$ cat src/sv/hcs_pkg.sv
// Package for the shortened Hamming codec: field widths, request kinds,
// register indexes, check masks and the information-bit position table.
// No dependencies.
package hcs_pkg;

  localparam int unsigned DataW  = 31;
  localparam int unsigned InfoW  = 26;
  localparam int unsigned SynW   = 5;
  localparam int unsigned LenW   = 5;
  localparam int unsigned AddrW  = 3;

  typedef enum logic {
    REQ_ENCODE = 1'b0,
    REQ_DECODE = 1'b1
  } req_t;

  // register indexes (paddr[2])
  typedef enum logic {
    REG_CODE_LENGTH    = 1'b0,
    REG_PARITY_ENABLED = 1'b1
  } reg_idx_t;

  localparam logic [LenW-1:0] LEN_MIN      = 5'd3;
  localparam logic [LenW-1:0] LEN_MIN_PAR  = 5'd5;
  localparam logic [LenW-1:0] LEN_RESET    = 5'd7;

  // bit k-1 set when position k has check index bit i set
  localparam logic [DataW-1:0] CHK_MASK [SynW] = '{
    31'h5555_5555,
    31'h6666_6666,
    31'h7878_7878,
    31'h7F80_7F80,
    31'h7FFF_8000
  };

  // bit index of the j-th position that is not a power of two
  localparam logic [LenW-1:0] INFO_POS [InfoW] = '{
    5'd2,  5'd4,  5'd5,  5'd6,  5'd8,  5'd9,  5'd10, 5'd11, 5'd12,
    5'd13, 5'd14, 5'd16, 5'd17, 5'd18, 5'd19, 5'd20, 5'd21, 5'd22,
    5'd23, 5'd24, 5'd25, 5'd26, 5'd27, 5'd28, 5'd29, 5'd30
  };

  typedef struct packed {
    logic               bit_corrected;
    logic               parity_check;
    logic [SynW-1:0]    syndrome;
    logic [InfoW-1:0]   info_word;
    logic [DataW-1:0]   code_word;
  } hcs_result_t;

endpackage

$ cat src/sv/hamming_codec_shortened.sv
// Top level of the shortened Hamming codec: stream channels, APB registers,
// input and result registers around hcs_core. Depends on hcs_pkg, hcs_core.
//
// Usage:
//   Input stream: in_tuser = request kind (0 encode, 1 decode), in_tdata[30:0]
//   = information word or received codeword, bit 0 first.
//   Result stream: out_tdata packs code_word, info_word, syndrome,
//   parity_check and bit_corrected from bit 0 up (64 bits).
//   Registers: code_length at byte 0x0, parity_enabled at byte 0x4; write
//   them only while no transaction is in flight. Lengths below 3 act as 3;
//   parity is ignored for lengths below 5.
// Pipeline: two register stages, the input register and the result register
//   (drives out_tvalid), with the XOR trees of hcs_core between them.
// Throughput: one transaction per cycle while out_tready is high.
// Reset: rst_n low clears both stages' valid flags and sets code_length to 7,
//   parity off.
// Stall: when out_tready is low the result register holds; the input stage
//   still takes one more transaction, then in_tready drops until the
//   receiver takes the pending result.
module hamming_codec_shortened (
  input  logic                        clk,
  input  logic                        rst_n,
  // input channel
  input  logic                        in_tvalid,
  output logic                        in_tready,
  input  logic [31:0]                 in_tdata,   // [30:0] data_word
  input  logic                        in_tuser,   // [0] req_type
  // result channel
  output logic                        out_tvalid,
  input  logic                        out_tready,
  output logic [63:0]                 out_tdata,  // [30:0] code_word,
                                                  // [56:31] info_word,
                                                  // [61:57] syndrome,
                                                  // [62] parity_check,
                                                  // [63] bit_corrected
  // configuration port
  input  logic                        cfg_psel,
  input  logic                        cfg_penable,
  input  logic                        cfg_pwrite,
  input  logic [hcs_pkg::AddrW-1:0]   cfg_paddr,
  input  logic [31:0]                 cfg_pwdata,
  output logic [31:0]                 cfg_prdata,
  output logic                        cfg_pready
);
  import hcs_pkg::*;

  logic [LenW-1:0]   code_length_r;
  logic              parity_enabled_r;
  logic              s1_valid_r;
  req_t              s1_req_r;
  logic [DataW-1:0]  s1_data_r;
  logic              out_valid_r;
  hcs_result_t       out_res_r;
  hcs_result_t       core_res;
  reg_idx_t          reg_idx;
  logic              cfg_wr;
  logic              out_free;
  logic              s1_adv;
  logic              in_acc;

  // configuration registers
  assign cfg_pready = 1'b1;
  assign reg_idx    = reg_idx_t'(cfg_paddr[2]);
  assign cfg_wr     = cfg_psel && cfg_penable && cfg_pwrite && cfg_pready;

  always_ff @(posedge clk) begin
    if (!rst_n) begin
      code_length_r    <= LEN_RESET;
      parity_enabled_r <= 1'b0;
    end else if (cfg_wr) begin
      unique case (reg_idx)
        REG_CODE_LENGTH:    code_length_r    <= cfg_pwdata[LenW-1:0];
        REG_PARITY_ENABLED: parity_enabled_r <= cfg_pwdata[0];
        default: ;
      endcase
    end
  end

  // read back
  always_comb begin
    unique case (reg_idx)
      REG_CODE_LENGTH:    cfg_prdata = {{(32-LenW){1'b0}}, code_length_r};
      REG_PARITY_ENABLED: cfg_prdata = {31'd0, parity_enabled_r};
      default:            cfg_prdata = '0;
    endcase
  end

  // stage handshake
  assign out_free  = !out_valid_r || out_tready;
  assign s1_adv    = s1_valid_r && out_free;
  assign in_tready = !s1_valid_r || out_free;
  assign in_acc    = in_tvalid && in_tready;

  // input register
  always_ff @(posedge clk) begin
    if (!rst_n) begin
      s1_valid_r <= 1'b0;
    end else if (in_tready) begin
      s1_valid_r <= in_tvalid;
    end
  end

  always_ff @(posedge clk) begin
    if (in_acc) begin
      s1_req_r  <= req_t'(in_tuser);
      s1_data_r <= in_tdata[DataW-1:0];
    end
  end

  hcs_core u_core (
    .req_type       (s1_req_r),
    .data_word      (s1_data_r),
    .code_length    (code_length_r),
    .parity_enabled (parity_enabled_r),
    .result         (core_res)
  );

  // result register
  always_ff @(posedge clk) begin
    if (!rst_n) begin
      out_valid_r <= 1'b0;
    end else if (out_free) begin
      out_valid_r <= s1_valid_r;
    end
  end

  always_ff @(posedge clk) begin
    if (s1_adv) begin
      out_res_r <= core_res;
    end
  end

  assign out_tvalid = out_valid_r;
  assign out_tdata  = out_res_r;

`ifndef SYNTHESIS
  // a correction always comes with a nonzero syndrome
  a_fix_has_syn: assert property (@(posedge clk) disable iff (!rst_n)
    out_tvalid && out_tdata[63] |-> out_tdata[61:57] != 5'd0)
    else $error("correction flagged with zero syndrome");

  // an encode transaction yields no syndrome and no correction
  a_enc_clean: assert property (@(posedge clk) disable iff (!rst_n)
    s1_adv && (s1_req_r == REQ_ENCODE) |=>
      (out_tdata[61:57] == 5'd0) && !out_tdata[63] && !out_tdata[62])
    else $error("encode result carries decode status");

  // an accepted transaction is held in the input stage
  a_in_capture: assert property (@(posedge clk) disable iff (!rst_n)
    in_acc |=> s1_valid_r)
    else $error("input transaction lost");

  // a stalled input stage keeps its word
  a_s1_hold: assert property (@(posedge clk) disable iff (!rst_n)
    s1_valid_r && !out_free |=> s1_valid_r && $stable(s1_data_r))
    else $error("input stage changed while stalled");

  // a result moves into the output register only when it is free
  a_out_move: assert property (@(posedge clk) disable iff (!rst_n)
    s1_adv |=> out_valid_r)
    else $error("result dropped");
`endif

endmodule

$ cat src/sv/hcs_core.sv
// Combinational encode/decode datapath of the shortened Hamming codec.
// Depends on hcs_pkg.
module hcs_core (
  input  hcs_pkg::req_t               req_type,
  input  logic [hcs_pkg::DataW-1:0]   data_word,
  input  logic [hcs_pkg::LenW-1:0]    code_length,
  input  logic                        parity_enabled,
  output hcs_pkg::hcs_result_t        result
);
  import hcs_pkg::*;

  logic [LenW-1:0]  n_len;
  logic             par;
  logic [LenW-1:0]  h_len;
  logic [LenW-1:0]  r_cnt;
  logic [LenW-1:0]  k_len;
  logic [DataW-1:0] mask_n;
  logic [DataW-1:0] mask_h;
  logic [InfoW-1:0] mask_k;
  logic [InfoW-1:0] info_e;
  logic [DataW-1:0] cw_place;
  logic [DataW-1:0] cw_chk;
  logic [DataW-1:0] cw_enc;
  logic [DataW-1:0] cw_n;
  logic [DataW-1:0] cw_h;
  logic [SynW-1:0]  syn;
  logic             fix;
  logic [DataW-1:0] cw_dec;
  logic [DataW-1:0] cw_dec_h;
  logic [InfoW-1:0] info_d;

  // clamp length, resolve parity and Hamming sizes
  always_comb begin
    n_len = (code_length < LEN_MIN) ? LEN_MIN : code_length;
    par   = parity_enabled && (n_len >= LEN_MIN_PAR);
    h_len = n_len - {{(LenW-1){1'b0}}, par};
    priority if (h_len <= 5'd3) begin
      r_cnt = 5'd2;
    end else if (h_len <= 5'd7) begin
      r_cnt = 5'd3;
    end else if (h_len <= 5'd15) begin
      r_cnt = 5'd4;
    end else begin
      r_cnt = 5'd5;
    end
    k_len  = h_len - r_cnt;
    mask_n = {DataW{1'b1}} >> (5'd31 - n_len);
    mask_h = {DataW{1'b1}} >> (5'd31 - h_len);
    mask_k = {InfoW{1'b1}} >> (5'd26 - k_len);
  end

  // encode: scatter info bits, add check bits, then overall parity
  always_comb begin
    info_e   = data_word[InfoW-1:0] & mask_k;
    cw_place = '0;
    for (int j = 0; j < InfoW; j++) begin
      cw_place[INFO_POS[j]] = info_e[j];
    end
    cw_chk = cw_place;
    for (int i = 0; i < SynW; i++) begin
      cw_chk[(1 << i) - 1] = ^(cw_place & CHK_MASK[i]);
    end
    cw_enc = cw_chk | ({{(DataW-1){1'b0}}, par & (^cw_chk)} << (n_len - 5'd1));
  end

  // decode: syndrome over Hamming part, correct, gather info bits
  always_comb begin
    cw_n = data_word & mask_n;
    cw_h = data_word & mask_h;
    for (int i = 0; i < SynW; i++) begin
      syn[i] = ^(cw_h & CHK_MASK[i]);
    end
    fix      = (syn != '0) && (syn <= h_len);
    cw_dec   = cw_n ^ ({{(DataW-1){1'b0}}, fix} << (syn - 5'd1));
    cw_dec_h = cw_dec & mask_h;
    for (int j = 0; j < InfoW; j++) begin
      info_d[j] = cw_dec_h[INFO_POS[j]];
    end
  end

  // select result by request kind
  always_comb begin
    unique case (req_type)
      REQ_ENCODE: begin
        result.code_word     = cw_enc;
        result.info_word     = info_e;
        result.syndrome      = '0;
        result.parity_check  = 1'b0;
        result.bit_corrected = 1'b0;
      end
      REQ_DECODE: begin
        result.code_word     = cw_dec;
        result.info_word     = info_d;
        result.syndrome      = syn;
        result.parity_check  = par & (^cw_n);
        result.bit_corrected = fix;
      end
      default: begin
        result = '0;
      end
    endcase
  end

endmodule

$ cat config.mk
export PLATFORM = sky130hd
export DESIGN_NAME = hamming_codec_shortened
export DESIGN_NICKNAME = d
export VERILOG_FILES = /design/src/sv/hcs_pkg.sv /design/src/sv/hamming_codec_shortened.sv /design/src/sv/hcs_core.sv
export SDC_FILE = /design/constraint.sdc
export NUM_CORES = 1
export LEC_CHECK = 0
export BUFFER_PORTS_ARGS = -buffer_cell sky130_fd_sc_hd__buf_2
export CORE_ASPECT_RATIO = 0.7
export CORE_UTILIZATION = 40
export CTS_CLUSTER_DIAMETER = 100
export CTS_CLUSTER_SIZE = 20
export DETAILED_ROUTE_END_ITERATION = 10
export GPL_TIMING_DRIVEN = 0
export PLACE_DENSITY_LB_ADDON = 0.12
export SYNTH_ARGS = -nofsm -noshare
export SYNTH_HDL_FRONTEND = slang
export SYNTH_HIERARCHICAL = 1
export SYNTH_SLANG_ARGS = --single-unit
$ cat constraint.sdc
create_clock -name clk -period 6.9 [get_ports clk]
set_input_delay 1.38 -clock clk [delete_from_list [all_inputs] [get_ports clk]]
set_output_delay 1.38 -clock clk [all_outputs]
set_load 0.005 [all_outputs]
==> flow_summary.ini <==
[synthesis]
yosys-top-cells-area = edfxtp_1 (31%), xnor2_1 (7.2%), nand2_1 (4.4%), xor2_1 (4.3%), o21ai_0 (3.7%)
synthFlopType = edfxtp_1
synth-edff-count = 96
async_flop_share_pct = 0
synth_most_common_cell = nand2_1
synth_top_area_share_pct = 30.57
syn_area_sq_mm = 0.009432
synthTopCellsByCount = nand2_1 (111), edfxtp_1 (96), xnor2_1 (77), nor2_1 (75), o21ai_0 (69)
yosysUniqueCellTypes = 93
yosysSeqAreaShare_pct = 32.26
syn_inst = 1068
ys.warnings.count = 6
yosys.area.top_type = edfxtp_1
syn-mean-instance-area_sq_um = 8.831
yosys_register_bits = 104

[run_status]
status = finished with violations
violations = setup timing

[global_route]
antenna_found_initial = 0
overflow = 0
track_usage_pct = 33.30
grt_max_degree = 37
grt_pass1_vias = 8738
grt_pass1_wl_um = 56840

[power_and_ir_drop]
finalPower_mw = 2.335
comb_power_share_pct = 45.4
cellPowerDensity_mw_per_mm2 = 184.1
power.leakage_nw = 5.005
switching_power_mw = 0.9102
pwr-share-clk_pct = 22.1
internal-power_mw = 1.425
switching_share_pct = 38.98
vdd_drop_max_v = 0.0001368
p_seq_share_pct = 32.4

[routing]
drt_iter0_drc = 1264
via_count = 9613
antenna_left = 0
dr.pass1.iters = 6
route.detailed.drc = 0
wirelength_um = 40180
via_per_inst = 5.919
wl_per_cell_um = 24.74

[critical_path]
end_kind = flip-flop
path_class = reg2reg
cp.required_ns = 7.12
cp_slowest_cell = xnor3_2
startpoint_type = flip-flop
cp_max_fo = 8
cpPeakStageDelay_ns = 0.50
arrival_ns = 7.33

[sta]
tns_ns = -2.199
fin_skew_ns = 0.01124
slew_violations = 0
rsz0062_at_grt = yes
setup_ws_ns = -0.2098
clock.fmax_mhz = 140.7
hold_slack_ns = 0.4764
hold_viol = 0
worst_slew_pin_slew_ns = 0.9265
setup_viol = 25
min_period_over_period_pct = 103.0
min_period_ns = 7.110
max_slew_margin_pct = 38.10

[placement]
portBuffers = 115
dp_slack_ns = -2.130
place_congestion = 1.015
dpl.hpwl_um = 30450

[clock_tree]
path_clk_slew_ns = 0.08
cts_root_buffer = clkbuf_16
cts_tree = built
h-tree-depth = 3
cts.sinks = 104
cts_buffers = 9
cts_max_path_buffers = 2
clock_latency_ns = 0.38

[floorplanning]
num_rows = 46
die-area_sq_mm = 0.02421
ios = 174
die_x_um = 185.5
initial_core_util_pct = 41.17
die_y_um = 130.5
core-area_sq_mm = 0.02291

[final_layout]
nets = 1402
diodes = 0
area_delta_synth_final_pct = 34.49
drive_above_1_share_pct = 35.14
fillCellCount = 2102

[hold_path]
worstHoldPathType = reg2reg

[run]
drv_cap = 0
placed cells by master, fill, tap and decap left out, drive strengths merged, types with 34 or more instances in the layout:
| cell | instances |
|---|---|
| buf | 259 |
| nand2 | 111 |
| edfxtp | 96 |
| o21ai | 95 |
| xnor2 | 81 |
| nor2 | 75 |
| xor2 | 47 |
| clkbuf | 46 |
| a21oi | 43 |
| nand3 | 35 |
| inv | 34 |
power groups by stage:
stage | Combinational (mW) | Sequential, mW | Clock [mW]
final | 1.06 | 0.758 | 0.517
after global placement | 0.798 | 0.774 | 0
after detailed placement | 0.802 | 0.771 | 0
after CTS | 0.912 | 0.757 | 0.531
after global routing | 1.12 | 0.761 | 0.555
after floorplan | 0.551 | 0.767 | 0
state kept, by name (all words and copies together), names as in the netlist:
| name | count |
|---|---|
| code_length_r | 5 |
| out_tdata | 64 |
| out_tvalid | 1 |
| parity_enabled_r | 1 |
| s1_data_r | 31 |
| s1_req_r | 1 |
| s1_valid_r | 1 |
area by class of cell:
| type | count | area [sq um] | share of cell area (%) |
|---|---|---|---|
| plain buffers | 92 | 673.1 | 5.307 |
| clock buffers | 9 | 225.2 | 1.775 |
| clock inverters | 7 | 66.31 | 0.5228 |
| inverters | 34 | 137.6 | 1.085 |
| multi-input cells | 862 | 6833 | 53.87 |
| flip-flops and latches | 104 | 3052 | 24.06 |
| well taps | 312 | 390.4 | 3.078 |
| repair buffers | 204 | 1308 | 10.31 |
worst max-delay path, delay by kind of cell, from the launching register on:
family | cells | cell delay, ns
adders and majority gates | 4 | 1.15
and+or+nand+nor | 7 | 1.44
muxes | 2 | 0.44
AOI/OAI and AO/OA | 5 | 0.84
xor gates and xnor gates | 6 | 1.82
buffers and inverters | 7 | 0.87
DFF | 1 | 0.37
metrics by stage:
step | util (%) | std cells | cell area, sq um
finish | 55.37 | 1624 | 12680
global route | 55.37 | 1624 | 12680
CTS | 51.84 | 1585 | 11870
detailed placement | 46.15 | 1523 | 10570
global placement | 45.89 | 1521 | 10510
floorplan | - | 1094 | 9547
layer usage:
metal / track usage, % / up-vias / wire, um
li1: - / 4283 / -
met4: 12.34 / 0 / 1187
met5: 0 / - / 0
met3: 15.55 / 83 / 5436
met2: 45.54 / 618 / 16350
met1: 45.27 / 4629 / 17200
logic make-up after synthesis:
group | Yosys count | share of synthesized area (%)
AND/OR/NAND/NOR | 367 | 19.90
AO/OA/AOI/OAI | 282 | 20.16
XOR/XNOR | 138 | 14.83
buffers and inverters | 128 | 6.858
flip-flops | 104 | 32.26
multiplexers | 27 | 3.171
adder cells (fa/ha/maj) | 20 | 2.733
other | 2 | 0.07963
path summary, 6_finish.rpt:
path	start	to	slack, ns	depth (start not counted)
max	code_length_r[4]	out_tdata[28]	-0.21	31
min	parity_enabled_r	parity_enabled_r	0.48	2
max reg2reg	code_length_r[4]	out_tdata[28]	-0.21	31
min reg2reg	parity_enabled_r	parity_enabled_r	0.48	2
timing repair:
item | in CTS | in global routing
hold buffers | 0 | 0
gates resized for setup | 139 | 113
setup buffers | 46 | 41
endpoints found under the setup margin | 58 | 57
pin swaps | 33 | 53
Power figures use the tool's default switching activity.
